File: config.mk
export PLATFORM = sky130hd
export DESIGN_NAME = lmsp_lane
export DESIGN_NICKNAME = d
export VERILOG_FILES = /design/src/rtl/lmsp_pkg.sv /design/src/rtl/lmsp_div.sv /design/src/rtl/lmsp_lane.sv
export SDC_FILE = /design/constraint.sdc
export NUM_CORES = 2
export LEC_CHECK = 0
export ABC_CLOCK_PERIOD_IN_PS = 9500
export BUFFER_PORTS_ARGS = -buffer_cell sky130_fd_sc_hd__buf_2
export CAP_MARGIN = 15
export CORE_MARGIN = 3
export CORE_UTILIZATION = 60
export CTS_BUF_LIST = sky130_fd_sc_hd__clkbuf_16
export CTS_CLUSTER_SIZE = 28
export DETAILED_ROUTE_END_ITERATION = 10
export PLACE_DENSITY = 0.79
export SLEW_MARGIN = 20
export SYNTH_ARGS = -nofsm -noshare
export SYNTH_HDL_FRONTEND = slang
export SYNTH_SLANG_ARGS = --single-unit
File: constraint.sdc
create_clock -name aclk -period 9.5 [get_ports aclk]
set_input_delay 0.95 -clock aclk [delete_from_list [all_inputs] [get_ports aclk]]
set_output_delay 0.95 -clock aclk [all_outputs]
set_load 0.02 [all_outputs]
File: src/rtl/lmsp_pkg.sv
// Shared types, constants and state codes of the linear move step planner.
package lmsp_pkg;

    localparam int AXES       = 3;
    localparam int MM_W       = 24;
    localparam int SPM_W      = 24;
    localparam int TICK_W     = 27;
    localparam int POS_W      = 32;
    localparam int STEPS_W    = 31;
    localparam int PERIOD_W   = 32;
    localparam int SQ_W       = 60;
    localparam int CFG_IDX_W  = 2;
    localparam int CFG_DATA_W = 27;

    localparam logic [CFG_IDX_W-1:0] CFG_SPM_X = 2'd0;
    localparam logic [CFG_IDX_W-1:0] CFG_SPM_Y = 2'd1;
    localparam logic [CFG_IDX_W-1:0] CFG_SPM_Z = 2'd2;
    localparam logic [CFG_IDX_W-1:0] CFG_TICK  = 2'd3;

    localparam logic KIND_MOVE   = 1'b0;
    localparam logic KIND_ORIGIN = 1'b1;

    localparam logic [SPM_W-1:0]  SPM_RESET  = 24'd25600;
    localparam logic [TICK_W-1:0] TICK_RESET = 27'd1000000;
    localparam logic signed [42:0] DELTA_LIMIT = 43'sd1073741823;
    localparam logic [STEPS_W-1:0]  STEPS_MAX  = {STEPS_W{1'b1}};
    localparam logic [PERIOD_W-1:0] PERIOD_MAX = {PERIOD_W{1'b1}};

    typedef struct packed {
        logic                    kind;
        logic signed [MM_W-1:0]  target_x;
        logic signed [MM_W-1:0]  target_y;
        logic signed [MM_W-1:0]  target_z;
        logic [23:0]             speed;
    } lmsp_in_t;

    typedef struct packed {
        logic                dir_x;
        logic [STEPS_W-1:0]  steps_x;
        logic [PERIOD_W-1:0] period_x;
        logic                dir_y;
        logic [STEPS_W-1:0]  steps_y;
        logic [PERIOD_W-1:0] period_y;
        logic                dir_z;
        logic [STEPS_W-1:0]  steps_z;
        logic [PERIOD_W-1:0] period_z;
    } lmsp_out_t;

    typedef struct packed {
        logic start_a;
        logic start_b;
    } lmsp_lane_ctl_t;

    typedef struct packed {
        logic                   sq_valid;
        logic                   per_valid;
        logic [SQ_W-1:0]        sq;
        logic signed [POS_W-1:0] ts;
        logic                   dir;
        logic [STEPS_W-1:0]     steps;
        logic [PERIOD_W-1:0]    period;
    } lmsp_lane_res_t;

    typedef enum logic [3:0] {
        ST_IDLE,
        ST_START,
        ST_LANE,
        ST_SUM,
        ST_ROOT,
        ST_MUL,
        ST_TDIV,
        ST_PSTART,
        ST_PER,
        ST_OUT
    } lmsp_state_t;

endpackage

File: src/rtl/lmsp_div.sv
// Radix-2 restoring unsigned divider, one quotient bit per cycle.
module lmsp_div import lmsp_pkg::*; #(
    parameter int NW = 64,
    parameter int DW = 33
) (
    input  logic          aclk,
    input  logic          aresetn,
    input  logic          start,
    input  logic [NW-1:0] num,
    input  logic [DW-1:0] den,
    output logic          done,
    output logic [NW-1:0] quo
);
    localparam int CW = $clog2(NW + 1);

    logic [CW-1:0] cnt_reg;
    logic          done_reg;
    logic [NW-1:0] q_reg;
    logic [DW-1:0] rem_reg;
    logic [DW-1:0] den_reg;
    logic [DW:0]   rem_sh;
    logic [DW:0]   rem_sub;
    logic          ge;

    assign rem_sh  = {rem_reg, q_reg[NW-1]};
    assign ge      = rem_sh >= {1'b0, den_reg};
    assign rem_sub = rem_sh - {1'b0, den_reg};

    always_ff @(posedge aclk) begin
        if (!aresetn) begin
            cnt_reg  <= '0;
            done_reg <= 1'b0;
        end else if (start) begin
            cnt_reg  <= CW'(NW);
            done_reg <= 1'b0;
        end else begin
            done_reg <= (cnt_reg == CW'(1));
            if (cnt_reg != '0) cnt_reg <= cnt_reg - CW'(1);
        end
    end

    always_ff @(posedge aclk) begin
        if (start) begin
            q_reg   <= num;
            rem_reg <= '0;
            den_reg <= den;
        end else if (cnt_reg != '0) begin
            q_reg   <= {q_reg[NW-2:0], ge};
            rem_reg <= ge ? rem_sub[DW-1:0] : rem_sh[DW-1:0];
        end
    end

    assign done = done_reg;
    assign quo  = q_reg;
endmodule

File: src/rtl/lmsp_lane.sv
// One axis lane: target steps, position in mm, squared delta and step period.
module lmsp_lane import lmsp_pkg::*; (
    input  logic                     aclk,
    input  logic                     aresetn,
    input  lmsp_lane_ctl_t           ctl,
    input  logic signed [MM_W-1:0]   tgt,
    input  logic [SPM_W-1:0]         spm,
    input  logic signed [POS_W-1:0]  pos,
    input  logic [63:0]              ticks,
    output lmsp_lane_res_t           res
);
    logic signed [48:0] prod_reg;
    logic signed [48:0] prod_bias;
    logic signed [POS_W-1:0] ts;
    logic        phase_b_reg;
    logic        pos_neg_reg;
    logic        spm_zero_reg;
    logic        a_valid_reg;
    logic        sq_valid_reg;
    logic        per_valid_reg;
    logic [29:0] a_reg;
    logic [SQ_W-1:0] sq_reg;
    logic [32:0] mag_reg;
    logic        dir_reg;
    logic        moving_reg;
    logic [PERIOD_W-1:0] period_reg;

    logic [31:0] pos_abs;
    logic        div_start;
    logic [63:0] div_num;
    logic [32:0] div_den;
    logic        div_done;
    logic [63:0] div_quo;

    logic signed [42:0] pos_mm;
    logic signed [42:0] delta;
    logic signed [42:0] delta_sat;
    logic signed [32:0] n_full;

    assign prod_bias = prod_reg + (prod_reg[48] ? 49'sd65535 : 49'sd0);
    assign ts        = prod_bias[47:16];
    assign pos_abs   = pos[POS_W-1] ? 32'(-pos) : 32'(pos);

    assign div_start = ctl.start_a | ctl.start_b;
    assign div_num   = ctl.start_b ? ticks : {24'd0, pos_abs, 8'd0};
    assign div_den   = ctl.start_b ? mag_reg : {9'd0, spm};

    lmsp_div #(.NW(64), .DW(33)) u_div (
        .aclk    (aclk),
        .aresetn (aresetn),
        .start   (div_start),
        .num     (div_num),
        .den     (div_den),
        .done    (div_done),
        .quo     (div_quo)
    );

    // Truncating signed division: divide magnitudes, then restore the sign.
    always_comb begin
        if (spm_zero_reg) pos_mm = '0;
        else if (pos_neg_reg) pos_mm = -$signed({3'b000, div_quo[39:0]});
        else pos_mm = $signed({3'b000, div_quo[39:0]});
        delta = 43'(tgt) - pos_mm;
        if (delta > DELTA_LIMIT) delta_sat = DELTA_LIMIT;
        else if (delta < -DELTA_LIMIT) delta_sat = -DELTA_LIMIT;
        else delta_sat = delta;
        n_full = 33'(ts) - 33'(pos);
    end

    always_ff @(posedge aclk) begin
        if (!aresetn) begin
            phase_b_reg   <= 1'b0;
            a_valid_reg   <= 1'b0;
            sq_valid_reg  <= 1'b0;
            per_valid_reg <= 1'b0;
        end else begin
            if (ctl.start_a) phase_b_reg <= 1'b0;
            else if (ctl.start_b) phase_b_reg <= 1'b1;
            a_valid_reg   <= div_done & ~phase_b_reg;
            sq_valid_reg  <= a_valid_reg;
            per_valid_reg <= div_done & phase_b_reg;
        end
    end

    always_ff @(posedge aclk) begin
        if (ctl.start_a) begin
            prod_reg     <= tgt * $signed({1'b0, spm});
            pos_neg_reg  <= pos[POS_W-1];
            spm_zero_reg <= (spm == '0);
        end
        if (div_done && !phase_b_reg) begin
            a_reg      <= delta_sat[42] ? 30'(-delta_sat) : 30'(delta_sat);
            dir_reg    <= n_full[32];
            moving_reg <= (n_full != '0);
            mag_reg    <= n_full[32] ? 33'(-n_full) : 33'(n_full);
        end
        if (a_valid_reg) sq_reg <= a_reg * a_reg;
        if (div_done && phase_b_reg) begin
            if (!moving_reg) period_reg <= '0;
            else if (div_quo[63:32] != '0) period_reg <= PERIOD_MAX;
            else if (div_quo[31:0] == '0) period_reg <= 32'd1;
            else period_reg <= div_quo[31:0];
        end
    end

    always_comb begin
        res.sq_valid  = sq_valid_reg;
        res.per_valid = per_valid_reg;
        res.sq        = sq_reg;
        res.ts        = ts;
        res.dir       = moving_reg & dir_reg;
        if (!moving_reg) res.steps = '0;
        else if (mag_reg[32:31] != 2'b00) res.steps = STEPS_MAX;
        else res.steps = mag_reg[30:0];
        res.period    = period_reg;
    end
endmodule

---- Word level (Yosys, flattened, before mapping) ----
Cells that the tools add are included.
storage, ports and cells
  register bits after elaboration ......... 350
  input port bits ......................... 148
  output and inout bits ................... 158
  word-level logic and storage cells ...... 73
cells by class
  $add $sub $neg .......................... 9
  multiply operators ...................... 2
  order comparisons ....................... 3
  equality and inequality tests ........... 1
  mux-type cells .......................... 19
  bitwise operators ....................... 6
  reduce and logical (&&, ||, !) cells .... 12
operators by type and width
  operator              number
  $mux 64               3
  $mux 43               4
  $mux 32               4
  $mux 31               2
  $mul 30x30->60        1
  $mul 24x25->49        1
  $add 48x17->48        1
  $gt 43x31->1 const B  1
  $lt 43x31->1 const B  1
  $neg 40->43           1
  $sub 24x43->43        1
  $ge 34x33->1          1
  $mux 33               1
  $neg 33->33           1
  $reduce_bool 33->1    1
  $sub 32x32->33        1
  $sub 33x33->33        1
  $logic_not 32->1      1
  $neg 32->32           1
  $reduce_bool 32->1    1
  $mux 30               1
  $neg 30->30           1
  $logic_not 24->1      1
  $mux 24               1
  other kinds (12)      19

---- Depth between registers and ports, before layout ----
  depth in word-level cells ............... 9
  mapped depth ............................ 31
  depth with buffers taken out ............ 30

---- Cells and area by module ----
A second synthesis with hierarchy kept.
unflattened totals
  cells, all modules ...................... 7417
  area total of the unflattened synthesis .. 68817.3 um^2
by module, submodules not included
  module     times used  cells an instance  area an instance (um^2)
  lmsp_lane  1           6728               61300.0
  lmsp_div   1           689                7517.2

---- Least setup slack after synthesis ----
No wires, ideal clock.
  path type ............................... input to register
  start point ............................. in spm[5]
  end point ............................... reg prod_reg[47], data pin
  library setup time ...................... 0.266 ns
  arrival ................................. 7.873 ns
  required time ........................... 9.234 ns
  slack ................................... 1.361 ns
  cell stages on the path ................. 28
  cells stage by stage .................... clkbuf_1 -> clkbuf_1 -> nand2_1 -> fa_1 -> inv_1 -> fa_1 -> inv_1 -> fa_1 -> inv_1 -> fa_1 -> inv_1 -> fa_1 -> fa_1 -> inv_1 -> fa_1 -> ha_1 -> o21a_1 -> o21ai_0 -> a21oi_1 -> a31oi_1 -> o21ai_0 -> a221oi_1 -> nor2_1 -> o31ai_1 -> o31ai_1 -> and2_1 -> o41ai_1 -> xnor2_1
between the ends
  longest elaborated chain between the ends .. 1
RTL lines
  element                 line             source
  start: declaration      lmsp_lane.sv:7   input logic [SPM_W-1:0] spm,
  $mul 24x25->49          lmsp_lane.sv:87  prod_reg <= tgt * $signed({1'b0, spm});
  end signal: assignment  lmsp_lane.sv:87
  end: declaration        lmsp_lane.sv:12  logic signed [48:0] prod_reg;
No other way between the ends.
A chain may end at the register's enable or synchronous reset.

---- Worst setup path in the final report ----
  start point ............................. reg a_reg[3]
  end point ............................... reg sq_reg[58], data pin
between the ends
  longest elaborated chain between the ends .. 1
RTL lines
  element                   line             source
  start: declaration        lmsp_lane.sv:21  logic [29:0] a_reg;
  start signal: assignment  lmsp_lane.sv:92  a_reg <= delta_sat[42] ? 30'(-delta_sat) : 30'(delta_sat);
  $mul 30x30->60            lmsp_lane.sv:97  if (a_valid_reg) sq_reg <= a_reg * a_reg;
  end signal: assignment    lmsp_lane.sv:97
  end: declaration          lmsp_lane.sv:22  logic [SQ_W-1:0] sq_reg;
No other way between the ends.

==> flow_metrics.env <==
export IMPL_antenna_found_initial=15
export IMPL_rows=122
export IMPL_drive_gt1_share_pct=7.715
export IMPL_nNetsFinal=9316
export IMPL_final_hold_viol_count=0
export IMPL_hold_class="flop to flop"
export IMPL_synth_avg_cell_area_um2=9.296
export IMPL_rrSetupSlack_ps=390
export IMPL_cp_max_fo=25
export IMPL_dieHeight_um=341.1
export IMPL_r2r_end="sq_reg[58]"
export IMPL_crit_slowest_cell="o32ai_1"
export IMPL_maxCapViolCount=0
export IMPL_synth_seq_cells=349
export IMPL_synthArstFlopShare_pct=0
export IMPL_dr_total_vias=52340
export IMPL_whs_ps=460.3
export IMPL_mostFrequentLayoutCells="inv_1, fa_1, nand2_1"
export IMPL_root_buffer="clkbuf_16"
export IMPL_syn_nets=9171
export IMPL_gr_total_overflow=0
export IMPL_crit_required_ps=9880
export IMPL_drt_vias_per_instance=5.866
export IMPL_start_util_pct=60.63
export IMPL_place_congestion=0.9776
export IMPL_fp_dieW_um=341.1
export IMPL_num_io_pins=306
export IMPL_numPortBuffers=304
export IMPL_fin_crit_sh_pct=95.86
export IMPL_die_area_mm2=0.1164
export IMPL_place_area_mm2=0.07032
export IMPL_synthCells=7248
export IMPL_drt_first_pass_iters=7
export IMPL_fin_skew_ps=43.63
export IMPL_hold_start="u_div.done"
export IMPL_synth_top_family_by_area="adder cells"
export IMPL_dpl_worst_slack_ps=271.5
export IMPL_timing_worst_setup_path_type="flop to flop"
export IMPL_ys_flop_type="edfxtp_1"
export IMPL_period_minus_slack_ps=9107
export IMPL_synth_area_mm2=0.06738
export IMPL_routedWlPerCell_um=21.37
export IMPL_hold_depth=2
export IMPL_end_kind="flop"
export IMPL_cts_buffers=42
export IMPL_grt_max_degree=73
export IMPL_synthAdderAreaFrac_pct=46.12
export IMPL_leakage_nw=36.06
export IMPL_synth_edff_count=304
export IMPL_area_growth_pct=6.577
export IMPL_netlist_cell_type_count=104
export IMPL_fmax_ghz=0.1098
export IMPL_post_route_cell_area_mm2=0.07181
export IMPL_power_per_cell_area_mw_per_mm2=302.7
export IMPL_rsz0062_at_grt="false"
export IMPL_status="finished, final reports clean"
export IMPL_min_to="a_valid_reg"
export IMPL_finalNonFillerCells=8922
export IMPL_insertion_delay_ps=640
export IMPL_synth_mux_area_share_pct=0.6035
export IMPL_cts_sinks=349
export IMPL_postRouteAntennaNets=0
export IMPL_yosys_warnings=0
export IMPL_placed_cells=8835
export IMPL_crit_path_start_kind="flop"
export IMPL_synth_xor_xnor_area_share_pct=4.264
export IMPL_max_stage_delay_ps=910
export IMPL_tightest_slew_ps=1120
export IMPL_drt_wl_total_um=190600
export IMPL_clkTransAtPathRegs_ps=70
export IMPL_slew_headroom_pct=25.30
export IMPL_drtIter0Drc=4927
export IMPL_core_area_mm2=0.1111
export IMPL_synth_compound_area_share_pct=9.796
export IMPL_synthSimpleGateAreaFrac_pct=14.37
export IMPL_layout_commonest_cell="inv_1"
export IMPL_total_power_mw=21.74
export IMPL_worstPathArrival_ps=9490
export IMPL_largest_reg_flops=64
export IMPL_ys_seq_area_share_pct=14.89
export IMPL_drv_slew=0
export IMPL_cts_tree="built"
export IMPL_clockBufferDepth=3
export IMPL_grt_use_total_pct=33.33
export IMPL_rr_startpoint="a_reg[3]"
export IMPL_fin_setup_tns_ps=0
export IMPL_post_route_util_pct=64.62
export IMPL_htree_levels=2
export IMPL_setup_ws_ps=393.4
export IMPL_crit_top_cell="fa_1"
export IMPL_post_cts_resized=0
export IMPL_grt_pass1_vias=55580
export IMPL_grt_pass1_wl_um=302700
export IMPL_vdd_ir_drop_max_uv=1101
export IMPL_drc=0
export IMPL_setup_violations_final=0
export IMPL_dpl_hpwl_um=152500
export IMPL_reg2regPathDepth=30
## cells in the mapped netlist (all sizes together), types with 29 or more instances
| cell type | number | area, um^2 |
|---|---|---|
| a211oi | 31 | 237.7 |
| a21o | 108 | 810.8 |
| a21oi | 227 | 1140 |
| and2 | 396 | 2480 |
| and3 | 37 | 231.5 |
| buf | 29 | 176.4 |
| clkbuf | 272 | 1022 |
| dfxtp | 45 | 900.9 |
| edfxtp | 304 | 9129 |
| fa | 1181 | 23640 |
| ha | 594 | 7432 |
| inv | 1467 | 5507 |
| nand2 | 874 | 3283 |
| nand2b | 99 | 619.3 |
| nand3 | 77 | 390.4 |
| nand4 | 49 | 306.5 |
| nor2 | 216 | 810.8 |
| nor2b | 31 | 193.9 |
| nor3 | 72 | 370.4 |
| nor4 | 30 | 187.7 |
| o21a | 93 | 698.2 |
| o21ai | 243 | 1216 |
| o31ai | 44 | 335.3 |
| or3 | 31 | 193.9 |
| xnor2 | 251 | 2198 |
| xor2 | 77 | 674.4 |
## logic make-up (layout without fill, tap and decap cells)
logic type / after synthesis / count (layout)
muxes: 37 / 37
AOI/OAI and AO/OA: 999 / 999
adders and majority gates: 1775 / 1775
other: 1 / 8
xor gates and xnor gates: 328 / 328
and+or+nand+nor: 1991 / 1991
DFF: 349 / 349
buffers and inverters: 1768 / 1947
## repair_timing
| item | CTS | global route |
|---|---|---|
| setup endpoints to repair | 0 | 3 |
| hold buffers | 0 | 0 |
| setup buffers | 0 | 1 |
## metal layers
metal / routed length, um / global-route usage, %
met1: 71530 / 41.97
met2: 90030 / 54.94
met3: 18700 / 7.159
met4: 10330 / 15.95
met5: 57 / 0
## report_power, final
group / switching, mW / total (mW) / internal [mW]
combinational: 10.1 / 17.2 / 7.09
clock: 0.756 / 1.72 / 0.961
sequential: 0.196 / 2.86 / 2.66
## critical path: cells and delay by family, from the launching register on
family	cells	cell delay (ps)
and+or+nand+nor	2	250
buffers and inverters	9	990
AOI/OAI and AO/OA	9	2890
adders and majority gates	9	4250
xor gates and xnor gates	1	130
DFF	1	340
## cell type report
type | instances | area [um^2]
clock inverters | 36 | 390.4
flip-flops and latches | 349 | 10030
diodes | 7 | 17.52
fillers | 9024 | 39320
multi-input cells | 5131 | 50660
inverters | 1467 | 5507
repair buffers | 402 | 2286
clock buffers | 42 | 1051
well taps | 1488 | 1862
## how the worst max path moves through the flow
stage	slack, ps	end	from
after global placement	490	prod_reg[47]	spm[8]
after global routing	40	sq_reg[58]	a_reg[11]
after CTS	270	sq_reg[58]	a_reg[9]
final	390	sq_reg[58]	a_reg[3]
after detailed placement	270	sq_reg[58]	a_reg[9]
after floorplan	1360	prod_reg[47]	spm[5]
No activity file was read; power rests on OpenSTA's default activity.
