**src/rtl/lmsp_pkg.sv**
```systemverilog
// Shared types, constants and state codes of the linear move step planner.
package lmsp_pkg;

    localparam int AXES       = 3;
    localparam int MM_W       = 24;
    localparam int SPM_W      = 24;
    localparam int TICK_W     = 27;
    localparam int POS_W      = 32;
    localparam int STEPS_W    = 31;
    localparam int PERIOD_W   = 32;
    localparam int SQ_W       = 60;
    localparam int CFG_IDX_W  = 2;
    localparam int CFG_DATA_W = 27;

    localparam logic [CFG_IDX_W-1:0] CFG_SPM_X = 2'd0;
    localparam logic [CFG_IDX_W-1:0] CFG_SPM_Y = 2'd1;
    localparam logic [CFG_IDX_W-1:0] CFG_SPM_Z = 2'd2;
    localparam logic [CFG_IDX_W-1:0] CFG_TICK  = 2'd3;

    localparam logic KIND_MOVE   = 1'b0;
    localparam logic KIND_ORIGIN = 1'b1;

    localparam logic [SPM_W-1:0]  SPM_RESET  = 24'd25600;
    localparam logic [TICK_W-1:0] TICK_RESET = 27'd1000000;
    localparam logic signed [42:0] DELTA_LIMIT = 43'sd1073741823;
    localparam logic [STEPS_W-1:0]  STEPS_MAX  = {STEPS_W{1'b1}};
    localparam logic [PERIOD_W-1:0] PERIOD_MAX = {PERIOD_W{1'b1}};

    typedef struct packed {
        logic                    kind;
        logic signed [MM_W-1:0]  target_x;
        logic signed [MM_W-1:0]  target_y;
        logic signed [MM_W-1:0]  target_z;
        logic [23:0]             speed;
    } lmsp_in_t;

    typedef struct packed {
        logic                dir_x;
        logic [STEPS_W-1:0]  steps_x;
        logic [PERIOD_W-1:0] period_x;
        logic                dir_y;
        logic [STEPS_W-1:0]  steps_y;
        logic [PERIOD_W-1:0] period_y;
        logic                dir_z;
        logic [STEPS_W-1:0]  steps_z;
        logic [PERIOD_W-1:0] period_z;
    } lmsp_out_t;

    typedef struct packed {
        logic start_a;
        logic start_b;
    } lmsp_lane_ctl_t;

    typedef struct packed {
        logic                   sq_valid;
        logic                   per_valid;
        logic [SQ_W-1:0]        sq;
        logic signed [POS_W-1:0] ts;
        logic                   dir;
        logic [STEPS_W-1:0]     steps;
        logic [PERIOD_W-1:0]    period;
    } lmsp_lane_res_t;

    typedef enum logic [3:0] {
        ST_IDLE,
        ST_START,
        ST_LANE,
        ST_SUM,
        ST_ROOT,
        ST_MUL,
        ST_TDIV,
        ST_PSTART,
        ST_PER,
        ST_OUT
    } lmsp_state_t;

endpackage

```
**src/rtl/lmsp_div.sv**
```systemverilog
// Radix-2 restoring unsigned divider, one quotient bit per cycle.
module lmsp_div import lmsp_pkg::*; #(
    parameter int NW = 64,
    parameter int DW = 33
) (
    input  logic          aclk,
    input  logic          aresetn,
    input  logic          start,
    input  logic [NW-1:0] num,
    input  logic [DW-1:0] den,
    output logic          done,
    output logic [NW-1:0] quo
);
    localparam int CW = $clog2(NW + 1);

    logic [CW-1:0] cnt_reg;
    logic          done_reg;
    logic [NW-1:0] q_reg;
    logic [DW-1:0] rem_reg;
    logic [DW-1:0] den_reg;
    logic [DW:0]   rem_sh;
    logic [DW:0]   rem_sub;
    logic          ge;

    assign rem_sh  = {rem_reg, q_reg[NW-1]};
    assign ge      = rem_sh >= {1'b0, den_reg};
    assign rem_sub = rem_sh - {1'b0, den_reg};

    always_ff @(posedge aclk) begin
        if (!aresetn) begin
            cnt_reg  <= '0;
            done_reg <= 1'b0;
        end else if (start) begin
            cnt_reg  <= CW'(NW);
            done_reg <= 1'b0;
        end else begin
            done_reg <= (cnt_reg == CW'(1));
            if (cnt_reg != '0) cnt_reg <= cnt_reg - CW'(1);
        end
    end

    always_ff @(posedge aclk) begin
        if (start) begin
            q_reg   <= num;
            rem_reg <= '0;
            den_reg <= den;
        end else if (cnt_reg != '0) begin
            q_reg   <= {q_reg[NW-2:0], ge};
            rem_reg <= ge ? rem_sub[DW-1:0] : rem_sh[DW-1:0];
        end
    end

    assign done = done_reg;
    assign quo  = q_reg;
endmodule

```
**config.mk**
```make
export PLATFORM = sky130hd
export DESIGN_NAME = lmsp_div
export DESIGN_NICKNAME = d
export VERILOG_FILES = /design/src/rtl/lmsp_pkg.sv /design/src/rtl/lmsp_div.sv
export SDC_FILE = /design/constraint.sdc
export NUM_CORES = 1
export LEC_CHECK = 0
export ABC_AREA = 1
export BUFFER_PORTS_ARGS = -buffer_cell sky130_fd_sc_hd__buf_2
export CORE_MARGIN = 2
export CORE_UTILIZATION = 55
export DETAILED_ROUTE_END_ITERATION = 10
export PLACE_DENSITY = 0.87
export SYNTH_ARGS = -nofsm -noshare
export SYNTH_HDL_FRONTEND = slang
export SYNTH_SLANG_ARGS = --single-unit
```
**constraint.sdc**
```tcl
create_clock -name aclk -period 8.65 [get_ports aclk]
set_input_delay 0 -clock aclk [delete_from_list [all_inputs] [get_ports aclk]]
set_output_delay 0 -clock aclk [all_outputs]
set_load 0.01 [all_outputs]
```
Word-level counts from Yosys, hierarchy flattened
Index checks and enable logic that the tools add are counted.
{ "totals": {"register_bits": 138, "out_inout_bits": 65} }
{ "classes": {"bitwise_logic": 1, "n_eq_ne": 1, "mux": 5, "reduce_logical": 3, "n_lt_le_gt_ge": 1, "addsub": 2} }
{ "op_table": {"columns": ["cell", "count"], "rows": [
  ["$mux W64", 2],
  ["$ge A34 B33 Y1", 1],
  ["$mux W33", 1],
  ["$sub A33 B33 Y33", 1],
  ["$mux W7", 2],
  ["$eq A7 B1 Y1 const B", 1],
  ["$reduce_bool A7 Y1", 1],
  ["$sub A7 B1 Y7 const B", 1],
  ["$reduce_bool A2 Y1", 1],
  ["$reduce_or A2 Y1", 1],
  ["$not A1 Y1", 1]
]} }

Longest topological paths before layout
Gate-level depths: netlist of run 1.
{ "depth": {"word_depth": 3, "mapped_depth": 17, "mapped_depth_nobuf": 17} }

Worst setup path after synthesis of run 1
OpenSTA, ideal clock, no wires.
{ "synth_path": {"path_kind": "register to register", "start": "reg cnt_reg[0]", "end": "reg q_reg[0], in the netlist quo[0], enable pin", "synth_period_minus_slack_ns": 2.892, "stages_incl_launch_ff": 11, "path_slack_ns": 5.758, "arrival_ns": 2.473, "n_path_buf": 1, "setup_time_ns": 0.418, "cell_sequence": "dfxtp_1 > inv_1 > ha_1 > inv_1 > nor2_2 > nand3_1 > nor2_2 > inv_1 > nor2_4 > buf_2 > inv_1"} }
{ "synth_via": {"elab_chain_cells": 2} }
{ "synth_lines": {"columns": ["item", "line", "rtl"], "rows": [
  ["start: declaration", "lmsp_div.sv:16", "logic [CW-1:0] cnt_reg;"],
  ["start signal: assignment", "lmsp_div.sv:34", "cnt_reg <= CW'(NW);"],
  ["start signal: assignment", "lmsp_div.sv:38", "if (cnt_reg != '0) cnt_reg <= cnt_reg - CW'(1);"],
  ["$reduce_bool A7 Y1", "lmsp_div.sv:47", "end else if (cnt_reg != '0) begin"],
  ["$reduce_bool A2 Y1 (no line)", null, null],
  ["end signal: assignment", "lmsp_div.sv:44", "q_reg <= num;"],
  ["end signal: assignment", "lmsp_div.sv:48", "q_reg <= {q_reg[NW-2:0], ge};"],
  ["end: declaration", "lmsp_div.sv:18", "logic [NW-1:0] q_reg;"]
]} }
Every way passes these cells.
A chain may end at the register's enable or synchronous reset.

Final worst setup path of run 1
{ "layout_path": {"start": "reg cnt_reg[0]", "end": "reg q_reg[36], in the netlist quo[36], enable pin"} }
Same word-level chain as after synthesis.

==> run summary, run 1 <==
Tot GR Track Use -> 0.336
Post-cts resize count -> 0
Synthesized net count -> 1300
Area leader, netlist -> edfxtp_1
Max cap viols -> 0
PortBufs -> 164
Final setup fails -> 0
Overall power -> 2.17 mW
Pwr per Cell Area -> 196 mW/mm2
Largest net degree at the start of global routing -> 67
Mapped Cells -> 1164
Post-synthesis cell type count -> 38
Crit path to -> quo[36]
Post-route ant nets -> 0
Ports -> 165
CP startpoint kind -> flip-flop
Layout Utilization -> 0.728
GP Congestion -> 0.945
Worst hold margin -> 0.111 ns
Worst-path fanout max -> 64
Netlist area before placement -> 0.00857 mm2
Die Wd -> 129 um
Status -> finished clean
Share of cells above drive strength 1 -> 0.177
RSZ-0062 raised after global routing -> false
Clk_skew -> 0.0150 ns
Final nets -> 1555
R2R setup slack -> 5.74 ns
CTS hold repair buffers -> 98
Setup Fix Bufs, Post-CTS -> 0
Worst vdd ir -> 0.000202 V
Finished Layout Cells -> 1620
Initial DRT Pass Iterations -> 8
Reg2reg end -> quo[36]
Via count -> 8858
Drt wl/cell -> 17.0 um
CTS H-Tree Depth -> 4
Die H -> 129 um
Initial antenna violation count -> 0
Critical path class -> reg -> reg
Clk_lat worst skew -> 0.44 ns
Number of global-route vias before repair -> 8725
CTS max path bufs -> 2
Vias per inst -> 5.47
Synth top area share -> 0.340
Crit path time final -> 2.91 ns
Setup TNS -> 0 ns
DRC errors left -> 0
Die ar. -> 0.0166 mm2
Hold Path Class -> in -> reg
Seq/Total Area, Yosys -> 0.436
Core ar. -> 0.0152 mm2
Fillers -> 1033
Crit path required time -> 8.74 ns
Top cells by area, synth -> edfxtp_1 34%, nand2_1 23%, dfxtp_1 9.6%
Worst r2r src -> cnt_reg[0]
Slew HR -> 0.264
Number of diodes -> 0
Syn-to-layout area delta -> 29.1%
Placed wire-length estimate -> 15.3 mm
Critical Path End Type -> flip-flop
First-pass GRT wire length -> 43.4 mm
Routed wire length -> 27.5 mm
Total congestion overflow -> 0
Synthesized flop and latch total -> 138
Initial DRC count -> 904
CTS Root Cell -> clkbuf_16
CTS tree -> done
Synth warn -> 0
Std cell rows -> 45
Leak Pwr -> 5.94 nW
Total CTS buffers -> 17
Fin. Hold Viols -> 0
Largest register FFs -> 64
Critical Path Start -> cnt_reg[0]
F_max -> 0.343 GHz
CTS sink count -> 138
Clk slew on worst S/H paths -> 0.07 ns
Worst r2r path cells -> 10
Least-Margin Pin Slew -> 1.10 ns
Arrival @ worst endpoint -> 3.00 ns
DP Cell Count -> 1490
Max Slew Vio Count -> 0
Final period util -> 0.337
Initial core utilization -> 0.564
Synth Area per Inst -> 7.36 um2
==> synth_stat cells (all sizes together) <==
master  count
nand3      60
or2         2
and2        6
dfxtp      41
o21ai       3
a21oi      24
edfxtp     97
nor3        6
buf        20
nand2     559
xnor2      16
o21bai      1
clkbuf      9
inv       181
nand3b     39
nand4       4
o31ai       1
nor4        1
xor2        1
fa          1
a31oi       1
ha         35
nor2       56
==> worst max-delay path, stage by stage, from the launching register on <==
cell	delay, ns
dfxtp_1	0.34
inv_1	0.13
ha_1	0.21
inv_1	0.07
nor2_2	0.13
nand3_1	0.12
nor2_2	0.22
inv_1	0.17
nor2_4	0.69
inv_2	0.04
buf_4	0.38
==> metrics by stage <==
stage / cell area [um2] / setup slack, ns
2_1_floorplan: 8570 / 5.76
3_3_place_gp: 9470 / 6.10
3_5_place_dp: 9470 / 5.99
4_1_cts: 11100 / 5.98
5_1_grt: 11100 / 5.61
6_report: 11100 / 5.74
==> where the power goes <==
part	leakage, nW	switching, mW	total (mW)	internal, mW
Combinational	4.31	0.310	0.485	0.174
Sequential	1.33	0.0785	0.920	0.842
Clock	0.304	0.349	0.768	0.419
Total	5.94	0.738	2.17	1.44
==> cell type report <==
class	instances	area (um2)	area share
Tap cell	188	235	0.0213
Inverter	181	679	0.0614
Timing Repair Buffer	265	1830	0.165
Clock inverter	15	193	0.0174
Multi-Input combinational cell	816	3970	0.359
Sequential cell	138	3730	0.337
Clock buffer	17	425	0.0384
==> worst min path at each step <==
stage,slack (ns),end,from,cells after the start
floorplan,0.1,den_reg[0],den[0],0
global placement,0.18,den_reg[0],den[0],1
detailed placement,0.18,den_reg[15],den[15],1
CTS,0.08,den_reg[32],start,1
global route,0.10,den_reg[32],start,1
finish,0.11,den_reg[32],start,1
==> placed cells by master, fill, tap and decap left out, types with 2 or more instances in the layout <==
cell type / n
nand2_1: 529
clkinv_4: 2
nand3_2: 2
nand3b_1: 39
nor2_2: 6
inv_1: 171
dfxtp_1: 41
nand3_1: 57
clkbuf_16: 17
xnor2_1: 16
a21oi_1: 24
inv_8: 7
buf_4: 4
inv_2: 10
nand2_4: 3
o21ai_0: 3
inv_6: 2
edfxtp_1: 97
clkinv_8: 3
nand4_1: 4
and2_1: 6
nand2_2: 26
buf_2: 163
nor2_1: 47
nor3_4: 2
ha_1: 35
nor3_1: 4
dlygate4sd3_1: 98
nor2_4: 2
==> cells by family after synthesis <==
logic type | Yosys count | share of synthesized area
flip-flops | 138 | 0.436
buffers and inverters | 210 | 0.101
AO/OA/AOI/OAI | 30 | 0.0183
AND/OR/NAND/NOR | 733 | 0.374
XOR/XNOR | 17 | 0.0174
adder cells (fa/ha/maj) | 36 | 0.0534
==> metal layers <==
layer | GRT usage | routed length, um
met1 | 0.392 | 10200
met2 | 0.561 | 12800
met3 | 0.0902 | 2610
met4 | 0.194 | 1870
met5 | 0 | 0
Power figures use the tool's default switching activity.
==> run 2, diff against run 1 <==
clock period = 2.8 ns   (was 8.65 ns; I/O delays follow)
==> run 2 against run 1 <==
Compared with the run above:
- critical path depth grew 5
- count of clock-buffer cells in the layout stayed put
- total power rose to 3.0 times the previous value
- clock skew rose by 0.0042 ns
- via count fell by 3.0%
- register-to-register slack lost 5.5 ns
- global-route usage is 1.2 points lower
- hold slack improved by 0.17 ns
- final area rose by 0.15%
- final cell count increased by 0.43%
- maximum frequency rose by 13%
- clock power rose to 3.0 times the previous value
- critical endpoint is now rem_reg[27]
==> run summary, run 2 (synthesis results as in run 1) <==
CTS H-Tree Depth -> 4
Routed wire length -> 26.6 mm
Hold Path Class -> in -> reg
Worst vdd ir -> 0.000502 V
Setup TNS -> 0 ns
Critical Path End Type -> flip-flop
Status -> finished clean
CTS Root Cell -> clkbuf_16
Largest register FFs -> 64
Leak Pwr -> 5.95 nW
Worst-path fanout max -> 17
Drt wl/cell -> 16.3 um
Vias per inst -> 5.28
Fillers -> 1070
Die H -> 129 um
Final setup fails -> 0
PortBufs -> 164
Arrival @ worst endpoint -> 2.89 ns
Fin. Hold Viols -> 0
RSZ-0062 raised after global routing -> false
CTS max path bufs -> 2
Initial DRC count -> 712
Clk_lat worst skew -> 0.44 ns
Post-route ant nets -> 0
Pwr per Cell Area -> 596 mW/mm2
Layout Utilization -> 0.729
Setup Fix Bufs, Post-CTS -> 0
Std cell rows -> 45
Syn-to-layout area delta -> 29.3%
Total congestion overflow -> 0
Number of global-route vias before repair -> 8543
Die Wd -> 129 um
Crit path required time -> 3.12 ns
Post-cts resize count -> 0
Hold Path Origin -> den[3]
Clk_skew -> 0.0192 ns
Place WS -> 0.365 ns
Critical Path Start -> quo[63]
Tot GR Track Use -> 0.325
Via count -> 8594
Final nets -> 1561
CTS tree -> done
Die ar. -> 0.0166 mm2
Initial DRT Pass Iterations -> 5
Max Slew Vio Count -> 0
CTS hold repair buffers -> 99
Placed wire-length estimate -> 15.9 mm
Most frequent cells in the layout -> 529 x nand2_1, 171 x inv_1, 163 x buf_2, 99 x dlygate4sd3_1, 97 x edfxtp_1
Total CTS buffers -> 17
Overall power -> 6.60 mW
Initial core utilization -> 0.564
F_max -> 0.389 GHz
Slew HR -> 0.279
Share of cells above drive strength 1 -> 0.179
Largest net degree at the start of global routing -> 70
CP startpoint kind -> flip-flop
Commonest non-fill, non-tap cell in the layout -> nand2_1
Setup ws final -> 0.231 ns
Least-Margin Pin Slew -> 1.08 ns
GP Congestion -> 0.952
Critical path class -> reg -> reg
Initial antenna violation count -> 1
Core ar. -> 0.0152 mm2
DRC errors left -> 0
First-pass GRT wire length -> 41.7 mm
Worst r2r src -> quo[63]
Clk slew on worst S/H paths -> 0.07 ns
CTS sink count -> 138
Crit path time final -> 2.57 ns
Final period util -> 0.917
Ports -> 165
Max cap viols -> 0
==> run 2: worst paths after layout <==
| check | endpoint | slack [ns] | cells after the start |
|---|---|---|---|
| setup reg to reg | rem_reg[27] | 0.23 | 15 |
| setup / recovery | rem_reg[27] | 0.23 | 15 |
| hold / removal | den_reg[3] | 0.28 | 2 |
| hold reg to reg | rem_reg[16] | 0.47 | 2 |
==> run 2: metrics by stage <==
step	std cells	hold slack (ns)	cell area [um2]
after floorplan	1164	0.0989	8570
after global placement	1495	0.177	9510
after detailed placement	1495	0.178	9510
final	1627	0.280	11100
after CTS	1626	0.262	11100
after global routing	1627	0.268	11100
==> run 2: final cells by class <==
class	instances	area (um2)	area share
repair buffers	271	1870	0.169
flip-flops and latches	138	3730	0.337
clock inverters	15	155	0.0140
clock buffers	17	425	0.0384
well taps	188	235	0.0212
diodes	1	2.50	0.000226
inverters	181	683	0.0617
multi-input cells	816	3970	0.358
==> run 2: per-layer routing <==
metal / vias up / wire length, um / track usage
met5: - / 0 / 0
met3: 118 / 2140 / 0.0794
met2: 514 / 12700 / 0.549
met1: 3840 / 10200 / 0.377
met4: 0 / 1480 / 0.187
li1: 4122 / - / -
==> run 2: worst max-delay path, cell delays in order, from the launching register on <==
cell,delay (ns)
edfxtp_1,0.37
inv_1,0.10
ha_1,0.16
inv_1,0.08
fa_1,0.43
nand2_1,0.11
nand3_2,0.10
nand2_2,0.10
nand2_4,0.06
nand2_2,0.09
nand2_4,0.06
nand2_4,0.22
buf_4,0.24
nand3b_1,0.11
nand3_1,0.13
nand2_1,0.09
==> run 2: report_power, final <==
part           total (mW)  switching (mW)  internal, mW  leakage (nW)
combinational        1.49           0.943         0.544          4.33
clock                2.28            1.02          1.26         0.281
sequential           2.83           0.233          2.60          1.33
==> run 3, diff against run 2 <==
CELL_PAD_IN_SITES_DETAIL_PLACEMENT = 1   (was default)
CELL_PAD_IN_SITES_GLOBAL_PLACEMENT = 1   (was default)
CORE_UTILIZATION = 41   (was 55)
PLACE_DENSITY = 0.9   (was 0.87)
==> run 3 against run 2 <==
Compared with the run above:
- maximum frequency increased by 0.74%
- via count up 1.4%
- critical path depth did not move
- wire length increased by 19%
- sequential power about the same
- final area is 1.2% higher
- combinational power rose by 4%
==> run summary, run 3 (synthesis results as in run 1) <==
Commonest non-fill, non-tap cell in the layout -> nand2_1
Std cell rows -> 52
Fin. Hold Viols -> 0
Reg2reg end -> rem_reg[26]
Hold Path Class -> in -> reg
Setup Fix Bufs, Post-CTS -> 0
Final instance area -> 0.0112 mm2
Number of diodes -> 0
Setup TNS -> 0 ns
Max cap viols -> 0
Crit path to -> rem_reg[26]
Routed wire length -> 31.6 mm
Syn-to-layout area delta -> 30.9%
Arrival @ worst endpoint -> 2.93 ns
Tot GR Track Use -> 0.296
Die Wd -> 149 um
Layout Utilization -> 0.551
Leak Pwr -> 5.97 nW
CTS Root Cell -> clkbuf_16
Crit path time final -> 2.55 ns
Die H -> 149 um
CTS H-Tree Depth -> 4
Total CTS buffers -> 17
Final nets -> 1562
CTS tree -> done
R2R setup slack -> 0.25 ns
Clk_skew -> 0.0147 ns
Share of cells above drive strength 1 -> 0.181
Total congestion overflow -> 0
DP Area -> 0.00964 mm2
DP Cell Count -> 1579
Largest register FFs -> 64
Max Slew Vio Count -> 0
Worst-path fanout max -> 33
Least-Margin Pin Slew -> 1.12 ns
Initial core utilization -> 0.421
Largest net degree at the start of global routing -> 67
Core ar. -> 0.0204 mm2
DRC errors left -> 0
Crit path required time -> 3.18 ns
PortBufs -> 164
GP Congestion -> 0.876
Final setup fails -> 0
Place WS -> 0.349 ns
Hold path cells -> 3
Clk_lat worst skew -> 0.45 ns
Ports -> 165
Pwr per Cell Area -> 605 mW/mm2
Setup ws final -> 0.250 ns
Worst vdd ir -> 0.000362 V
Slew HR -> 0.253
CP startpoint kind -> flip-flop
Fillers -> 2571
Status -> finished clean
CTS sink count -> 138
Worst r2r path cells -> 15
Initial DRC count -> 502
Critical Path Start -> quo[63]
Initial DRT Pass Iterations -> 5
Most frequent cells in the layout -> 529 x nand2_1, 171 x inv_1, 163 x buf_2, 98 x dlygate4sd3_1, 97 x edfxtp_1
Placed wire-length estimate -> 19.8 mm
Worst r2r src -> quo[63]
Number of global-route vias before repair -> 9585
Post-route ant nets -> 0
Final period util -> 0.911
Die ar. -> 0.0221 mm2
Finished Layout Cells -> 1709
First-pass GRT wire length -> 50.9 mm
F_max -> 0.392 GHz
Critical path class -> reg -> reg
Vias per inst -> 5.10
RSZ-0062 raised after global routing -> false
Drt wl/cell -> 18.5 um
Clk slew on worst S/H paths -> 0.07 ns
Via count -> 8715
CTS max path bufs -> 2
Critical Path End Type -> flip-flop
Initial antenna violation count -> 0
## run 3: routing by layer
layer  share of wire  track usage  vias to the layer above
met1            0.41        0.345                     4158
met3           0.063       0.0653                       90
li1                -            -                     4106
met5               0            0                        -
met2            0.49        0.523                      361
met4           0.041        0.132                        0
## run 3: critical path, cell delays in order (launching register included)
cell and delay (ns):
edfxtp_1 0.38, inv_1 0.10, ha_1 0.16, inv_1 0.08
fa_1 0.44, nand2_1 0.11, nand3_2 0.11, nand2_2 0.10
nand2_4 0.06, nand2_2 0.08, nand2_4 0.06, nand2_4 0.18
nand2_8 0.21, nand2_1 0.15, nand3_1 0.12, nand2_1 0.13
## run 3: timing repair
| item | 4_1_cts | 5_1_grt |
|---|---|---|
| hold buffers | 98 | 0 |
| gates resized for setup | 0 | 0 |
| hold endpoints to repair | 108 | 0 |
## run 3: worst min-delay path by stage
stage | start | endpoint | slack [ns]
after floorplan | den[0] | den_reg[0] | 0.1
after global placement | den[28] | den_reg[28] | 0.18
after detailed placement | den[10] | den_reg[10] | 0.18
after CTS | num[0] | quo[0] | 0.02
after global routing | num[0] | quo[0] | 0.07
final | num[0] | quo[0] | 0.07
## run 3: where the power goes
| group | internal [mW] | switching [mW] | total, mW |
|---|---|---|---|
| Combinational | 0.547 | 1.00 | 1.55 |
| Clock | 1.28 | 1.10 | 2.38 |
| Sequential | 2.60 | 0.251 | 2.85 |
| Total | 4.43 | 2.36 | 6.78 |
## run 3: area by class of cell
cell class | count | area, um2 | area share
Clock buffer | 17 | 425 | 0.0379
Clock inverter | 15 | 171 | 0.0153
Inverter | 181 | 683 | 0.0609
Multi-Input combinational cell | 816 | 3970 | 0.354
Sequential cell | 138 | 3730 | 0.333
Tap cell | 270 | 338 | 0.0301
Timing Repair Buffer | 272 | 1890 | 0.169
## run 3: stage by stage
step	total power [mW]	hold WS, ns
final	6.78	0.0697
after global routing	7.01	0.0657
after CTS	6.65	0.0174
after detailed placement	4.17	0.179
after global placement	4.09	0.178
after floorplan	3.55	0.0989
